**src/psc_pkg.sv**
```systemverilog
// ----------------------------------------------------------------------------
// psc_pkg: shared types and constants for pressure sensor compensation
// Widths of the intermediate values, calibration register indexes, the
// calibration bundle and the records passed between pipeline sections.
// ----------------------------------------------------------------------------
package psc_pkg;

    localparam int RAW_W      = 24;
    localparam int CAL_W      = 16;
    localparam int IDX_W      = 3;
    localparam int IN_DATA_W  = 48;
    localparam int OUT_DATA_W = 40;

    // calibration register indexes
    localparam logic [IDX_W-1:0] REG_C1 = 3'd0;
    localparam logic [IDX_W-1:0] REG_C2 = 3'd1;
    localparam logic [IDX_W-1:0] REG_C3 = 3'd2;
    localparam logic [IDX_W-1:0] REG_C4 = 3'd3;
    localparam logic [IDX_W-1:0] REG_C5 = 3'd4;
    localparam int               REG_C5_SHIFT = 8;
    localparam logic [IDX_W-1:0] REG_C6 = 3'd5;

    // temperature path
    localparam int DT_W        = RAW_W + 1;
    localparam int PFULL_W     = DT_W + CAL_W + 1;
    localparam int PTC_W       = 41;
    localparam int DD_W        = 48;
    localparam int TEMP_SHIFT  = 23;
    localparam int T2_LO_SHIFT = 33;
    localparam int T2_HI_SHIFT = 37;
    localparam int DDH_W       = DD_W - T2_LO_SHIFT;
    localparam int DD7_W       = DD_W + 3;
    localparam int T2H_W       = DD7_W - T2_HI_SHIFT;
    localparam int T2_W        = DDH_W + 2;
    localparam int DEV_W       = PTC_W - TEMP_SHIFT;
    localparam int LOW_W       = DEV_W + 1;
    localparam int TRAW_W      = DEV_W + 1;
    localparam int OFF_SHIFT   = 7;
    localparam int SENS_SHIFT  = 8;
    localparam int C2_SHIFT    = 16;
    localparam int C1_SHIFT    = 15;

    // correction and pressure path
    localparam int SQ_W        = 34;
    localparam int CORR_W      = 40;
    localparam int SPLIT       = 20;
    localparam int PLO_W       = SPLIT + RAW_W;
    localparam int PHI_W       = CORR_W - SPLIT + RAW_W + 1;
    localparam int PROD_W      = 64;
    localparam int PROD_SHIFT  = 21;
    localparam int PSH_W       = PROD_W - PROD_SHIFT + 1;
    localparam int PRES_SHIFT  = 15;
    localparam int PRAW_W      = PSH_W - PRES_SHIFT;

    localparam int TEMP_W      = 15;
    localparam int PRES_W      = 18;

    localparam logic signed [TRAW_W-1:0] TEMP_BASE  = 19'sd2000;
    // dev below this means first-order temperature below -15.00 C
    localparam logic signed [DEV_W-1:0]  VLOW_DEV   = -18'sd3500;
    localparam logic signed [LOW_W-1:0]  VLOW_SHIFT = 19'sd3500;
    localparam logic signed [TRAW_W-1:0] TEMP_MIN   = -19'sd4000;
    localparam logic signed [TRAW_W-1:0] TEMP_MAX   = 19'sd8500;
    localparam logic signed [PRAW_W-1:0] PRES_MAX   = 29'sd140000;

    typedef struct packed {
        logic [CAL_W-1:0] c1;   // sensitivity base
        logic [CAL_W-1:0] c2;   // offset base
        logic [CAL_W-1:0] c3;   // sensitivity temperature coefficient
        logic [CAL_W-1:0] c4;   // offset temperature coefficient
        logic [CAL_W-1:0] c5;   // reference temperature / 256
        logic [CAL_W-1:0] c6;   // temperature coefficient
    } cal_t;

    typedef struct packed {
        logic [RAW_W-1:0]         d1;
        logic signed [TRAW_W-1:0] temp;
        logic signed [DEV_W-1:0]  dev;
        logic signed [LOW_W-1:0]  low;
        logic                     low_range;
        logic                     vlow_range;
        logic [CORR_W-1:0]        off1;
        logic [CORR_W-1:0]        sens1;
    } temp_res_t;

    typedef struct packed {
        logic [RAW_W-1:0]         d1;
        logic signed [TRAW_W-1:0] temp;
        logic [CORR_W-1:0]        off;
        logic [CORR_W-1:0]        sens;
    } corr_res_t;

    typedef struct packed {
        logic signed [TEMP_W-1:0] temp;
        logic [PRES_W-1:0]        pres;
        logic                     sat;
    } comp_res_t;

endpackage

```
**src/psc_pres.sv**
```systemverilog
// ----------------------------------------------------------------------------
// psc_pres: pressure product, final scaling and saturation
// Four stages: split SENS*D1 partial products, their sum, the scaled
// pressure, then clamping of both results into the output register.
// ----------------------------------------------------------------------------
module psc_pres (
    input  logic               clk,
    input  logic               rst_n,
    input  logic               in_valid,
    output logic               in_ready,
    input  psc_pkg::corr_res_t in_data,
    output logic               out_valid,
    input  logic               out_ready,
    output psc_pkg::comp_res_t out_data
);
    import psc_pkg::*;

    localparam int NS = 4;

    logic [NS-1:0] v_reg;
    logic [NS-1:0] v_next;
    logic [NS:0]   adv;

    logic [PLO_W-1:0]         pp_lo;
    logic signed [PHI_W-1:0]  pp_hi;
    logic [PLO_W-1:0]         s7_lo_reg;
    logic [PHI_W-1:0]         s7_hi_reg;
    logic [CORR_W-1:0]        s7_off_reg;
    logic signed [TRAW_W-1:0] s7_temp_reg;

    logic [PROD_W-1:0]        prod_next;
    logic [PROD_W-1:0]        s8_prod_reg;
    logic [CORR_W-1:0]        s8_off_reg;
    logic signed [TRAW_W-1:0] s8_temp_reg;

    logic [PSH_W-1:0]         diff;
    logic signed [PRAW_W-1:0] s9_pres_reg;
    logic signed [TRAW_W-1:0] s9_temp_reg;

    logic                     t_lo;
    logic                     t_hi;
    logic                     p_lo;
    logic                     p_hi;
    comp_res_t                s10_reg;
    comp_res_t                s10_next;

    always_comb
    begin
        adv[NS] = out_ready;
        for (int i = NS - 1; i >= 0; i--)
        begin
            adv[i] = ~v_reg[i] | adv[i+1];
        end
    end

    assign v_next    = {v_reg[NS-2:0], in_valid};
    assign in_ready  = adv[0];
    assign out_valid = v_reg[NS-1];
    assign out_data  = s10_reg;

    always_ff @(posedge clk or negedge rst_n)
    begin
        if (!rst_n)
        begin
            v_reg <= '0;
        end
        else
        begin
            for (int i = 0; i < NS; i++)
            begin
                if (adv[i])
                begin
                    v_reg[i] <= v_next[i];
                end
            end
        end
    end

    // stage 7: signed upper half and unsigned lower half of SENS times D1
    assign pp_lo = in_data.sens[SPLIT-1:0] * in_data.d1;
    assign pp_hi = $signed(in_data.sens[CORR_W-1:SPLIT]) * $signed({1'b0, in_data.d1});

    // stage 8: recombine
    assign prod_next = {s7_hi_reg[PROD_W-SPLIT-1:0], {SPLIT{1'b0}}}
                     + {{(PROD_W-PLO_W){1'b0}}, s7_lo_reg};

    // stage 9: (prod/2^21 - OFF)/2^15, both floors
    assign diff = {s8_prod_reg[PROD_W-1], s8_prod_reg[PROD_W-1:PROD_SHIFT]}
                - {{(PSH_W-CORR_W){s8_off_reg[CORR_W-1]}}, s8_off_reg};

    // stage 10: clamp to the sensor range
    always_comb
    begin
        t_lo = (s9_temp_reg < TEMP_MIN);
        t_hi = (s9_temp_reg > TEMP_MAX);
        p_lo = s9_pres_reg[PRAW_W-1];
        p_hi = (s9_pres_reg > PRES_MAX);

        if (t_lo)
        begin
            s10_next.temp = TEMP_MIN[TEMP_W-1:0];
        end
        else if (t_hi)
        begin
            s10_next.temp = TEMP_MAX[TEMP_W-1:0];
        end
        else
        begin
            s10_next.temp = s9_temp_reg[TEMP_W-1:0];
        end

        if (p_lo)
        begin
            s10_next.pres = '0;
        end
        else if (p_hi)
        begin
            s10_next.pres = PRES_MAX[PRES_W-1:0];
        end
        else
        begin
            s10_next.pres = s9_pres_reg[PRES_W-1:0];
        end

        s10_next.sat = t_lo | t_hi | p_lo | p_hi;
    end

    always_ff @(posedge clk)
    begin
        if (adv[0])
        begin
            s7_lo_reg   <= pp_lo;
            s7_hi_reg   <= pp_hi;
            s7_off_reg  <= in_data.off;
            s7_temp_reg <= in_data.temp;
        end
        if (adv[1])
        begin
            s8_prod_reg <= prod_next;
            s8_off_reg  <= s7_off_reg;
            s8_temp_reg <= s7_temp_reg;
        end
        if (adv[2])
        begin
            s9_pres_reg <= diff[PSH_W-1:PRES_SHIFT];
            s9_temp_reg <= s8_temp_reg;
        end
        if (adv[3])
        begin
            s10_reg <= s10_next;
        end
    end

endmodule

```
**config.mk**
```make
export PLATFORM = sky130hd
export DESIGN_NAME = psc_pres
export DESIGN_NICKNAME = d
export VERILOG_FILES = /design/src/psc_pkg.sv /design/src/psc_pres.sv
export SDC_FILE = /design/constraint.sdc
export NUM_CORES = 2
export LEC_CHECK = 0
export BUFFER_PORTS_ARGS = -buffer_cell sky130_fd_sc_hd__buf_2
export CAP_MARGIN = 30
export CORE_MARGIN = 2
export CORE_UTILIZATION = 70
export CTS_CLUSTER_DIAMETER = 200
export DETAILED_ROUTE_END_ITERATION = 16
export PLACE_DENSITY = 0.89
export SYNTH_ARGS = -nofsm -noshare
export SYNTH_HDL_FRONTEND = slang
export SYNTH_SLANG_ARGS = --single-unit
```
**constraint.sdc**
```tcl
create_clock -name clk -period 8.4 [get_ports clk]
set_input_delay 0.84 -clock clk [delete_from_list [all_inputs] [get_ports clk]]
set_output_delay 0.84 -clock clk [all_outputs]
set_load 0.05 [all_outputs]
```
-- Yosys cells after proc, flatten, opt, wreduce, memory -nomap -nowiden
Index checks and enable logic that the tools add are counted.
- $add $sub $neg: 2
- $lt $le $gt $ge: 3
- reductions and logical operators: 2
- multipliers: 2
- multiplexer cells: 2
- bitwise operators: 11
- operators by type and width (cell ; count):
    64-bit by 44-bit adder with 64-bit output ; 1
    20-bit by 24-bit multiplier with 44-bit output ; 1
    20-bit by 25-bit multiplier with 44-bit output ; 1
    43-bit by 40-bit subtractor with 44-bit output ; 1
    29-bit by 19-bit > comparator with 1-bit output (second input constant) ; 1
    19-bit by 15-bit > comparator with 1-bit output (second input constant) ; 1
    19-bit by 13-bit < comparator with 1-bit output (second input constant) ; 1
    18-bit 2-to-1 mux ; 1
    15-bit 2-to-1 mux ; 1
    1-bit bitwise OR ; 7
    1-bit inverter ; 4
    2-bit OR reduction ; 2
- flip-flop bits (word level): 356
- output and inout bits: 36
- logic and storage cells: 40

-- Longest topological paths before layout
- depth in word-level cells: 5
- depth in mapped cells: 29
- depth with buffers taken out: 26

-- Least setup slack after synthesis
OpenSTA, ideal clock, no wires.
- kind: in2reg
- start point: input in_data[2] (netlist bit)
- end point: register s7_lo_reg[43] (data pin)
- required time: 8.140 ns
- slack: 1.312 ns
- arrival: 6.828 ns
- stages: 25
- path through: clkbuf_1 -> and2_1 -> fa_1 -> fa_1 -> inv_1 -> fa_1 -> inv_1 -> fa_1 -> inv_1 -> fa_1 -> inv_1 -> fa_1 -> inv_1 -> fa_1 -> inv_1 -> ha_1 -> nand3_1 -> a2bb2oi_2 -> a2111oi_2 -> nor2_2 -> o21ai_2 -> a2111oi_2 -> o31ai_1 -> a21oi_1 -> xnor2_1
- cells in the longest elaborated chain, start to end: 1
- RTL lines (item ; line ; text):
    start, declared ; psc_pres.sv:11 ; input psc_pkg::corr_res_t in_data,
    20-bit by 24-bit multiplier with 44-bit output ; psc_pres.sv:80 ; assign pp_lo = in_data.sens[SPLIT-1:0] * in_data.d1;
    net pp_lo[43] ; psc_pres.sv:24 ; logic [PLO_W-1:0] pp_lo;
    end signal, assigned ; psc_pres.sv:132 ; s7_lo_reg <= pp_lo;
    end, declared ; psc_pres.sv:26 ; logic [PLO_W-1:0] s7_lo_reg;
The timed path passes the listed nets, and every way through them passes these cells.
A chain may end at the register's enable or synchronous reset.

-- Final worst setup path
- start point: input in_data[110] (netlist bit)
- end point: register s7_hi_reg[42] (data pin)
- cells in the longest elaborated chain, start to end: 1
- RTL lines (item ; line ; text):
    20-bit by 25-bit multiplier with 44-bit output ; psc_pres.sv:81 ; assign pp_hi = $signed(in_data.sens[CORR_W-1:SPLIT]) * $signed({1'b0, in_data.d1});
    net pp_hi[42] ; psc_pres.sv:25 ; logic signed [PHI_W-1:0] pp_hi;
    end signal, assigned ; psc_pres.sv:133 ; s7_hi_reg <= pp_hi;
    end, declared ; psc_pres.sv:27 ; logic [PHI_W-1:0] s7_hi_reg;
The timed path passes the listed nets, and every way through them passes these cells.

==> run_results.csv <==
group,metric,value,unit
status,status,"finished, final reports clean",
critical_path,r2r_start,"s8_off_reg[14]",
die,num_io_pins,163,
grt,grt.overflow.total,0,
final_layout,fillers,4062,
clocking,path_clk_slew,70,ps
place,dp_hpwl,81400,um
die,die_h,255,um
logic_synthesis,synth_edf_count,311,
logic_synthesis,synthCells,4368,
grt,grt_pass1_wl,170000,um
critical_path,startpoint_type,"input port",
final_layout,layout_common_cells,"inv_1, fa_1, nand2_1, and2_1, ha_1",
timing,tightest_slew,1060,ps
drt,firstDrtPassIters,5,
clocking,cts_root_buffer,"clkbuf_16",
timing,fin_crit,7450,ps
clocking,hold_buffers,0,
critical_path,rr_endpoint,"s9_pres_reg[28]",
logic_synthesis,synth_top_flop_cell,"edfxtp_1",
final_layout,layout-drive-gt1-share,0.0619,
place,gp_congestion,0.956,
drt,wirelength,104000,um
clocking,clock_path_buffers,3,
clocking,h-tree-depth,1,
critical_path,reg2reg_depth,12,
critical_path,r2r_setup_slack,4620,ps
clocking,cts-buffers-inserted,28,
timing,maxSlewViolCount,0,
logic_synthesis,synth_area,44200,um2
critical_path,critPathArrivalTime,7750,ps
final_layout,layout_commonest_cell,"inv_1",
logic_synthesis,yosysWarnings,0,
drt,drc_errors,0,
timing,fin_setup_tns,0,ps
die,initial_utilization,0.704,
clocking,ctsResizeCount,0,
drt,wire_per_inst,19.7,um
timing,hold_violations,0,
drt,ant_nets,0,
grt,grt_max_degree,74,
logic_synthesis,synth-seq-area-share,0.214,
timing,clock_skew,19.7,ps
logic_synthesis,synthDistinctLibCells,65,
die,row_count,92,
drt,drt_iter0_drc,2709,
logic_synthesis,ys_seq_elements,315,
critical_path,critPathRequiredTime,8700,ps
clocking,cts_tree,"done",
final_layout,final_nets,5713,
clocking,clk_latency,560,ps
critical_path,worstSetupPathType,"input port to register",
clocking,clkSinkCount,315,
timing,slew_headroom,0.294,
timing,setup_viol,0,
timing,rsz0062_at_grt,"no",
die,core,62700,um2
final_layout,synthToLayoutAreaGrowth,5.37,%
flow_run,drv_cap,0,
logic_synthesis,synth.net_count,5672,
hold_path,hold_class,"input port to async pin",
logic_synthesis,synthArstFlopShare,0.0127,
die,dieWidth,255,um
clocking,cts_setup_buffers,0,
timing,max_freq,134,MHz
place,io_buffers,162,
grt,grt_pass1_vias,33700,
grt,antenna_found_initial,9,
drt,vias,31000,
timing,min_period_over_period,0.886,
critical_path,critPathCaptureType,"register",
final_layout,largest_reg_flops,44,
die,die_area,65100,um2
grt,track_usage,0.335,
drt,vias_per_cell,5.87,
critical_path,crit_fanout,26,
logic_synthesis,syn_avg_cell_area,10.1,um2
cells in the mapped netlist, drive strengths merged (3+ instances only):
master,number,share of area
nand3,30,0.0034
or3,7,0.00099
a31o,7,0.0014
a2111oi,7,0.0018
or4,4,0.00068
a21oi,117,0.013
a211oi,7,0.0012
nand2,537,0.046
a21o,79,0.013
o21ai,67,0.0078
or2,4,0.00057
nor2,75,0.0064
xor2,48,0.0095
ha,392,0.11
nor4,5,0.00071
o21a,14,0.0024
fa,785,0.36
inv,903,0.077
a21boi,4,0.00076
o31ai,6,0.0011
and4,4,0.00079
a31oi,14,0.0021
nor3,19,0.0022
edfxtp,311,0.21
nand4,32,0.0045
nor3b,5,0.00096
clkbuf,192,0.016
nor2b,30,0.0042
xnor2,86,0.017
and2,477,0.068
o31a,4,0.00079
and3,22,0.0031
o21bai,11,0.0019
nand2b,28,0.0040
dfrtp,4,0.0023
buf,3,0.00028
o211ai,6,0.0010
critical path, cell delays in order:
cell       delay (ps)
buf_2             570
and2_1            260
fa_1              420
fa_1              510
inv_1              50
fa_1              470
inv_1              60
fa_1              500
fa_1              580
fa_1              430
fa_1              450
ha_1              350
a21o_1            190
a21o_1            180
a2111oi_0         370
nor3b_2           440
o31a_1            200
o21ai_1           140
nand3_1           150
a31oi_1           110
a2111oi_2         380
xnor2_1           100
metrics by stage:
stage | utilization | cell area (um2) | std cells | hold WS, ps | worst slack [ps]
after floorplan | - | 44200 | 4368 | 400 | 1310
after global placement | 0.727 | 45600 | 5223 | 400 | 643
after detailed placement | 0.728 | 45700 | 5225 | 405 | 425
after CTS | 0.742 | 46500 | 5273 | 51.5 | 1020
after global routing | 0.742 | 46500 | 5275 | 69.5 | 643
final | 0.742 | 46500 | 5278 | 70.3 | 954
routing by layer:
metal  GRT usage  up-vias  share of wire
met2       0.559     1617           0.48
met5           0        -        0.00060
met4       0.139       10          0.043
met3      0.0685      348           0.10
met1       0.430    15500           0.37
li1            -    13500              -
layout make-up:
class	instances	area, um2	share of cell area
multi-input cells	2955	30600	0.658
flip-flops and latches	315	9440	0.203
repair buffers	206	1170	0.0252
clock buffers	32	716	0.0154
diodes	5	12.5	0.000269
well taps	846	1060	0.0227
inverters	903	3390	0.0728
clock inverters	16	130	0.00280
cells by family (layout without fill, tap and decap cells):
kind of cell	count (synthesis)	count (layout)	synth area share
simple gates	1282	1282	0.146
fa+ha+maj	1177	1177	0.467
buf+inv	1098	1157	0.0933
compound gates	361	361	0.0530
flops	315	315	0.214
xor+xnor	134	134	0.0266
mux	1	1	0.000255
other cells	0	5	0
how the worst max path moves through the flow:
stage	to	cells after the start	slack [ps]	from
2_1_floorplan	s7_lo_reg[43]	25	1310	in_data[2]
3_3_place_gp	s7_lo_reg[43]	25	640	in_data[106]
3_5_place_dp	s7_hi_reg[42]	22	420	in_data[110]
4_1_cts	s7_hi_reg[42]	22	1020	in_data[110]
5_1_grt	s7_lo_reg[43]	25	640	in_data[106]
6_report	s7_hi_reg[42]	22	950	in_data[110]
Power is left out: the tool's default activity adds up to more than one toggle a clock period on the data nets, which glitch-free logic cannot reach.
