===== src/psc_pkg.sv =====
// ----------------------------------------------------------------------------
// psc_pkg: shared types and constants for pressure sensor compensation
// Widths of the intermediate values, calibration register indexes, the
// calibration bundle and the records passed between pipeline sections.
// ----------------------------------------------------------------------------
package psc_pkg;

    localparam int RAW_W      = 24;
    localparam int CAL_W      = 16;
    localparam int IDX_W      = 3;
    localparam int IN_DATA_W  = 48;
    localparam int OUT_DATA_W = 40;

    // calibration register indexes
    localparam logic [IDX_W-1:0] REG_C1 = 3'd0;
    localparam logic [IDX_W-1:0] REG_C2 = 3'd1;
    localparam logic [IDX_W-1:0] REG_C3 = 3'd2;
    localparam logic [IDX_W-1:0] REG_C4 = 3'd3;
    localparam logic [IDX_W-1:0] REG_C5 = 3'd4;
    localparam int               REG_C5_SHIFT = 8;
    localparam logic [IDX_W-1:0] REG_C6 = 3'd5;

    // temperature path
    localparam int DT_W        = RAW_W + 1;
    localparam int PFULL_W     = DT_W + CAL_W + 1;
    localparam int PTC_W       = 41;
    localparam int DD_W        = 48;
    localparam int TEMP_SHIFT  = 23;
    localparam int T2_LO_SHIFT = 33;
    localparam int T2_HI_SHIFT = 37;
    localparam int DDH_W       = DD_W - T2_LO_SHIFT;
    localparam int DD7_W       = DD_W + 3;
    localparam int T2H_W       = DD7_W - T2_HI_SHIFT;
    localparam int T2_W        = DDH_W + 2;
    localparam int DEV_W       = PTC_W - TEMP_SHIFT;
    localparam int LOW_W       = DEV_W + 1;
    localparam int TRAW_W      = DEV_W + 1;
    localparam int OFF_SHIFT   = 7;
    localparam int SENS_SHIFT  = 8;
    localparam int C2_SHIFT    = 16;
    localparam int C1_SHIFT    = 15;

    // correction and pressure path
    localparam int SQ_W        = 34;
    localparam int CORR_W      = 40;
    localparam int SPLIT       = 20;
    localparam int PLO_W       = SPLIT + RAW_W;
    localparam int PHI_W       = CORR_W - SPLIT + RAW_W + 1;
    localparam int PROD_W      = 64;
    localparam int PROD_SHIFT  = 21;
    localparam int PSH_W       = PROD_W - PROD_SHIFT + 1;
    localparam int PRES_SHIFT  = 15;
    localparam int PRAW_W      = PSH_W - PRES_SHIFT;

    localparam int TEMP_W      = 15;
    localparam int PRES_W      = 18;

    localparam logic signed [TRAW_W-1:0] TEMP_BASE  = 19'sd2000;
    // dev below this means first-order temperature below -15.00 C
    localparam logic signed [DEV_W-1:0]  VLOW_DEV   = -18'sd3500;
    localparam logic signed [LOW_W-1:0]  VLOW_SHIFT = 19'sd3500;
    localparam logic signed [TRAW_W-1:0] TEMP_MIN   = -19'sd4000;
    localparam logic signed [TRAW_W-1:0] TEMP_MAX   = 19'sd8500;
    localparam logic signed [PRAW_W-1:0] PRES_MAX   = 29'sd140000;

    typedef struct packed {
        logic [CAL_W-1:0] c1;   // sensitivity base
        logic [CAL_W-1:0] c2;   // offset base
        logic [CAL_W-1:0] c3;   // sensitivity temperature coefficient
        logic [CAL_W-1:0] c4;   // offset temperature coefficient
        logic [CAL_W-1:0] c5;   // reference temperature / 256
        logic [CAL_W-1:0] c6;   // temperature coefficient
    } cal_t;

    typedef struct packed {
        logic [RAW_W-1:0]         d1;
        logic signed [TRAW_W-1:0] temp;
        logic signed [DEV_W-1:0]  dev;
        logic signed [LOW_W-1:0]  low;
        logic                     low_range;
        logic                     vlow_range;
        logic [CORR_W-1:0]        off1;
        logic [CORR_W-1:0]        sens1;
    } temp_res_t;

    typedef struct packed {
        logic [RAW_W-1:0]         d1;
        logic signed [TRAW_W-1:0] temp;
        logic [CORR_W-1:0]        off;
        logic [CORR_W-1:0]        sens;
    } corr_res_t;

    typedef struct packed {
        logic signed [TEMP_W-1:0] temp;
        logic [PRES_W-1:0]        pres;
        logic                     sat;
    } comp_res_t;

endpackage


===== src/psc_corr.sv =====
// ----------------------------------------------------------------------------
// psc_corr: second-order offset and sensitivity corrections
// Three stages: squares, OFF2 and SENS2, then the corrected OFF and SENS.
// ----------------------------------------------------------------------------
module psc_corr (
    input  logic               clk,
    input  logic               rst_n,
    input  logic               in_valid,
    output logic               in_ready,
    input  psc_pkg::temp_res_t in_data,
    output logic               out_valid,
    input  logic               out_ready,
    output psc_pkg::corr_res_t out_data
);
    import psc_pkg::*;

    localparam int NS = 3;

    logic [NS-1:0] v_reg;
    logic [NS-1:0] v_next;
    logic [NS:0]   adv;

    logic signed [DEV_W-1:0]   dev;
    logic signed [LOW_W-1:0]   low;
    logic signed [2*DEV_W-1:0] sqd_full;
    logic signed [2*LOW_W-1:0] sql_full;

    logic [SQ_W-1:0]           s4_sqd_reg;
    logic [SQ_W-1:0]           s4_sql_reg;
    logic                      s4_low_reg;
    logic                      s4_vlow_reg;
    logic signed [TRAW_W-1:0]  s4_temp_reg;
    logic [RAW_W-1:0]          s4_d1_reg;
    logic [CORR_W-1:0]         s4_off1_reg;
    logic [CORR_W-1:0]         s4_sens1_reg;

    logic [CORR_W-1:0]         sqd;
    logic [CORR_W-1:0]         sql;
    logic [CORR_W-1:0]         sqd3;
    logic [CORR_W-1:0]         sqd5;
    logic [CORR_W-1:0]         off2_next;
    logic [CORR_W-1:0]         sens2_next;

    logic [CORR_W-1:0]         s5_off2_reg;
    logic [CORR_W-1:0]         s5_sens2_reg;
    logic signed [TRAW_W-1:0]  s5_temp_reg;
    logic [RAW_W-1:0]          s5_d1_reg;
    logic [CORR_W-1:0]         s5_off1_reg;
    logic [CORR_W-1:0]         s5_sens1_reg;

    corr_res_t                 s6_reg;
    corr_res_t                 s6_next;

    always_comb
    begin
        adv[NS] = out_ready;
        for (int i = NS - 1; i >= 0; i--)
        begin
            adv[i] = ~v_reg[i] | adv[i+1];
        end
    end

    assign v_next    = {v_reg[NS-2:0], in_valid};
    assign in_ready  = adv[0];
    assign out_valid = v_reg[NS-1];
    assign out_data  = s6_reg;

    always_ff @(posedge clk or negedge rst_n)
    begin
        if (!rst_n)
        begin
            v_reg <= '0;
        end
        else
        begin
            for (int i = 0; i < NS; i++)
            begin
                if (adv[i])
                begin
                    v_reg[i] <= v_next[i];
                end
            end
        end
    end

    // stage 4: squares of the deviation from 20.00 C and from -15.00 C
    assign dev      = in_data.dev;
    assign low      = in_data.low;
    assign sqd_full = dev * dev;
    assign sql_full = low * low;

    // stage 5: correction terms
    always_comb
    begin
        sqd  = {{(CORR_W-SQ_W){1'b0}}, s4_sqd_reg};
        sql  = {{(CORR_W-SQ_W){1'b0}}, s4_sql_reg};
        sqd3 = sqd + (sqd << 1);
        sqd5 = sqd + (sqd << 2);
        if (s4_low_reg)
        begin
            off2_next  = sqd3 >> 1;
            sens2_next = sqd5 >> 3;
            if (s4_vlow_reg)
            begin
                off2_next  = off2_next + ((sql << 3) - sql);
                sens2_next = sens2_next + (sql << 2);
            end
        end
        else
        begin
            off2_next  = sqd >> 4;
            sens2_next = '0;
        end
    end

    // stage 6: corrected offset and sensitivity
    always_comb
    begin
        s6_next.d1   = s5_d1_reg;
        s6_next.temp = s5_temp_reg;
        s6_next.off  = s5_off1_reg - s5_off2_reg;
        s6_next.sens = s5_sens1_reg - s5_sens2_reg;
    end

    always_ff @(posedge clk)
    begin
        if (adv[0])
        begin
            s4_sqd_reg   <= sqd_full[SQ_W-1:0];
            s4_sql_reg   <= sql_full[SQ_W-1:0];
            s4_low_reg   <= in_data.low_range;
            s4_vlow_reg  <= in_data.vlow_range;
            s4_temp_reg  <= in_data.temp;
            s4_d1_reg    <= in_data.d1;
            s4_off1_reg  <= in_data.off1;
            s4_sens1_reg <= in_data.sens1;
        end
        if (adv[1])
        begin
            s5_off2_reg  <= off2_next;
            s5_sens2_reg <= sens2_next;
            s5_temp_reg  <= s4_temp_reg;
            s5_d1_reg    <= s4_d1_reg;
            s5_off1_reg  <= s4_off1_reg;
            s5_sens1_reg <= s4_sens1_reg;
        end
        if (adv[2])
        begin
            s6_reg <= s6_next;
        end
    end

endmodule


===== config.mk =====
export PLATFORM = sky130hd
export DESIGN_NAME = psc_corr
export DESIGN_NICKNAME = d
export VERILOG_FILES = /design/src/psc_pkg.sv /design/src/psc_corr.sv
export SDC_FILE = /design/constraint.sdc
export NUM_CORES = 2
export LEC_CHECK = 0
export ABC_AREA = 1
export BUFFER_PORTS_ARGS = -buffer_cell sky130_fd_sc_hd__buf_2
export CAP_MARGIN = 20
export CORE_ASPECT_RATIO = 1.25
export CORE_UTILIZATION = 55
export DETAILED_ROUTE_END_ITERATION = 10
export GPL_TIMING_DRIVEN = 0
export PLACE_DENSITY = 0.71
export SETUP_SLACK_MARGIN = 0.5
export SYNTH_ARGS = -nofsm -noshare
export SYNTH_HDL_FRONTEND = slang
export SYNTH_SLANG_ARGS = --single-unit

===== constraint.sdc =====
create_clock -name clk -period 20.6 [get_ports clk]
set_clock_uncertainty 0.2 [all_clocks]
set_input_delay 1.03 -clock clk [delete_from_list [all_inputs] [get_ports clk]]
set_output_delay 1.03 -clock clk [all_outputs]
set_load 0.005 [all_outputs]

**After elaboration in Yosys (flattened, before gate mapping)**

Index checks and enable logic that the tools add are counted.

- Register bits after elaboration: 522
- Input port bits: 166
- Output and inout bits: 125
- Logic and storage cells: 43

- $add $sub $neg: 7
- Multipliers: 2
- Mux-type cells: 3
- Bitwise gates (word level): 6
- Reductions and logical operators: 1

Operator list:

| cell | number |
|---|---|
| subtractor 40 bit | 2 |
| adder 34 x 36 -> 37 bit | 2 |
| adder 36 x 38 -> 39 bit | 1 |
| 2-to-1 mux 39 bit | 1 |
| subtractor 37 x 34 -> 38 bit | 1 |
| 2-to-1 mux 37 bit | 1 |
| adder 34 x 35 -> 36 bit | 1 |
| multiplier 18 x 18 -> 34 bit | 1 |
| multiplier 19 x 19 -> 34 bit | 1 |
| 2-to-1 mux 30 bit | 1 |
| NOT 1 bit | 3 |
| OR 1 bit | 3 |
| AND reduction 2 bit | 1 |

**Logic depth before layout (Yosys ltp)**

- Word-level depth: 4
- Gate-level depth with buffers: 29
- Depth with buffers taken out: 27

**Worst setup path before layout**

No wires, ideal clock.

- Path kind: input -> output
- Start: in out_ready
- End: out in_ready
- Arrival time: 8.096 ns
- Data required time: 19.370 ns
- Setup slack: 11.274 ns
- Cell stages on the path: 4
- Path buffers: 0
- Cell sequence: inv_1 > nand2_1 > nor2_1 > nand2_1

- Longest elaborated chain between the ends: 3

RTL lines:

| element | RTL line | text |
|---|---|---|
| from (decl) | psc_corr.sv:12 | `input logic out_ready,` |
| OR 1 bit | psc_corr.sv:59 | `adv[i] = ~v_reg[i] \| adv[i+1];` |
| net adv[2] | psc_corr.sv:21 | `logic [NS:0] adv;` |
| OR 1 bit (2 in series) | psc_corr.sv:59 |  |
| to (decl) | psc_corr.sv:9 | `output logic in_ready,` |

The timed path passes the listed nets, and every way through them passes these cells.

**Worst setup path in the final report**

- Start: in in_data[85] in the netlist's numbering
- End: reg s4_sql_reg[30] (data pin)

- Longest elaborated chain between the ends: 1

RTL lines:

| element | RTL line | text |
|---|---|---|
| from (decl) | psc_corr.sv:10 | `input psc_pkg::temp_res_t in_data,` |
| multiplier 19 x 19 -> 34 bit | psc_corr.sv:90 | `assign sql_full = low * low;` |
| net sql_full[30] | psc_corr.sv:26 | `logic signed [2*LOW_W-1:0] sql_full;` |
| to (signal assigned) | psc_corr.sv:130 | `s4_sql_reg <= sql_full[SQ_W-1:0];` |
| to (decl) | psc_corr.sv:29 | `logic [SQ_W-1:0] s4_sql_reg;` |

The timed path passes the listed nets, and every way through them passes these cells.
A chain may end at the register's enable or synchronous reset.

==> reports/qor.yml <==
synthesis:
  synth_edf_count: 513
  ys_ff_latch: 516
  synth.most_common_cell: "inv_1"
  synth_cell_types: 66
  synth_area_leaders: "edfxtp_1 28%, fa_1 22%, ha_1 10%"
  syn-instance-count: 6311
  yosys-top-cells-count: "1428 x inv_1, 1203 x nand2_1, 593 x fa_1"
  synth_area_mm2: 0.05489
  ys.flop_type: "edfxtp_1"
  synth_nets: 7516
  ys_seq_area_share_pct: 28.20
  synth_top_area_cell: "edfxtp_1"
  synth_top_area_share_pct: 28.07
  async_reset_ff_share_pct: 0.5814
  ys_warn_count: 0
  syn_avg_cell_area_um2: 8.697
floorplanning:
  die_h_um: 355.2
  rows: 129
  dieArea_mm2: 0.1011
  io_pins: 291
  die_x_um: 284.6
  core_mm2: 0.09894
  initial_utilization_pct: 55.47
run_status:
  status: "finished, final reports clean"
sta:
  worst_pin_slew_ps: 1164
  slew_headroom_pct: 22.42
  drv_slew: 0
  fin_crit_sh_pct: 40.28
  fin_setup_tns_ps: 0
  setup_viol: 0
  finalHoldViolations: 0
  period_needed_ps: 8297
  max_freq_ghz: 0.1205
  rsz0062_at_grt: "false"
setup_path:
  cp_num_buf_inv: 7
  slowest_stage: "clkbuf_1"
  max_stage_delay_ps: 660
  r2r_slack_ps: 15260
  cp_top_family: "adder cells"
  cp.arrival_ps: 8480
  worstSetupEndpointType: "flop"
  setup.worst_path.start_class: "input port"
  critPathMaxFanout: 10
  critPathMostFrequentCell: "fa_1"
  path_class: "in2reg"
  worst_ep_required_time_ps: 20790
cts:
  hold_buffers: 1
  postCtsSetupRepairBufs: 0
  htreeDepth: 2
  cts_buffers: 49
  cts.clk_slew.worst_paths_ps: 70
  clk_latency_ps: 630
  clock-root-buffer: "clkbuf_16"
  numClockSinks: 516
  tritoncts: "done"
  clock_path_buffers: 3
  cts_resized: 0
global_routing:
  grt_pass1_wl_um: 252600
  grt_max_degree: 109
  grt_pass1_vias: 45030
  antenna_found_initial: 3
  grt_usage_pct: 32.72
  overflow: 0
drt:
  via_per_inst: 5.475
  wire_per_inst_um: 20.49
  ant_nets: 0
  routed_wl_um: 163800
  drcViolationCount: 0
  drt_iter0_markers: 3072
  first_pass_iters: 6
  vias: 43760
finish:
  largest_reg_flops: 123
  syn_to_final_growth_pct: 8.783
  antenna-diode-count: 0
  nNetsFinal: 7849
  drive_gt1_share_pct: 7.737
hold_path:
  min_path_type: "reg2reg"
run:
  maxCapViolations: 0
placement:
  gp_congestion: 1.048
  dp_hpwl_um: 138100
  port_buffers: 276
logic make-up (layout without fill, tap and decap cells):
logic type                 Yosys count  after routing  synth area share (%)
adders and majority gates         1039           1039                 31.80
other                                1              1              0.006832
xor gates and xnor gates           254            254                 4.094
and+or+nand+nor                   2085           2085                 15.89
DFF                                516            516                 28.20
buffers and inverters             1537           1908                 10.56
AOI/OAI and AO/OA                  879            879                 9.447
per-stage QoR:
stage	utilization [%]	worst slack, ps	cell area [um2]	hold slack [ps]	cells
6_report	60.35	12300	59710	206.1	7992
5_1_grt	60.35	12060	59710	218.4	7992
4_1_cts	60.35	12420	59710	212.0	7992
3_5_place_dp	58.69	11780	58070	204.5	7902
3_3_place_gp	58.53	7511	57910	200.8	7897
2_1_floorplan	-	11270	54890	200.3	6311
placed cells by master, fill, tap and decap left out, types with 7 or more instances in the layout:
| cell type | count |
|---|---|
| o21bai_1 | 41 |
| nand2_1 | 1201 |
| o21ai_1 | 16 |
| nand3_2 | 11 |
| nand3_1 | 200 |
| fa_1 | 593 |
| inv_1 | 1427 |
| a31oi_1 | 65 |
| a21oi_2 | 15 |
| edfxtp_1 | 513 |
| o21ai_2 | 22 |
| nand3b_1 | 9 |
| o21a_1 | 9 |
| a221oi_1 | 7 |
| nor2_2 | 12 |
| a21oi_1 | 359 |
| xnor2_1 | 96 |
| xor2_1 | 155 |
| or2_2 | 15 |
| nor2_1 | 456 |
| nand2_2 | 25 |
| inv_2 | 10 |
| a21o_1 | 52 |
| nor3_1 | 43 |
| a21boi_0 | 8 |
| clkbuf_16 | 49 |
| o21ai_0 | 224 |
| ha_1 | 446 |
| clkinvlp_4 | 7 |
| buf_1 | 18 |
| and3_1 | 10 |
| o211ai_1 | 21 |
| nand4_1 | 59 |
| buf_2 | 287 |
| nor4_1 | 14 |
| clkbuf_1 | 76 |
path summary, 6_finish.rpt:
path	start	to	cells past startpoint
worst max register to register	s4_sql_reg[0]$_DFFE_PP_	s5_off2_reg[28]$_DFFE_PP_	19
worst min register to register	s4_off1_reg[14]$_DFFE_PP_	s5_off1_reg[14]$_DFFE_PP_	0
min in group asynchronous	rst_n	v_reg[1]$_DFFE_PN0P_	2
worst min-delay path	s4_off1_reg[14]$_DFFE_PP_	s5_off1_reg[14]$_DFFE_PP_	0
max in group asynchronous	rst_n	v_reg[2]$_DFFE_PN0P_	2
worst max-delay path	in_data[85]	s4_sql_reg[30]$_DFFE_PP_	25
metal layers:
layer	GRT usage, %	vias up	part of all wire, %
met5	0	-	0.025
met4	16.90	6	5.9
met3	3.391	423	5.4
met2	57.98	1557	50
met1	39.39	21070	39
li1	-	20710	-
final cells by class:
type / count / area [um2]
Inverter: 1438 / 5405
Clock inverter: 25 / 287.8
Timing Repair Buffer: 282 / 1529
Buffer: 99 / 400.4
Fill cell: 8708 / 39230
Sequential cell: 516 / 15480
Multi-Input combinational cell: 4258 / 33620
Clock buffer: 64 / 1343
Tap cell: 1310 / 1639
worst reg2reg max path, stage by stage, from the launching register on:
cell and delay [ps]:
edfxtp_1 700, ha_1 530, nand2_1 110, o21ai_2 310
inv_2 80, nor2_4 150, a21oi_2 110, o21ai_2 240
xor2_1 480, ha_1 400, nand2_1 90, nand2_1 80
a31oi_1 380, o21ai_0 330, a21oi_1 260, nand2_1 80
nand2_1 60, nand3_1 100, nand3_1 150, o21ai_0 200
Power is left out: the tool's default activity adds up to more than one toggle a clock period on the data nets, which glitch-free logic cannot reach.
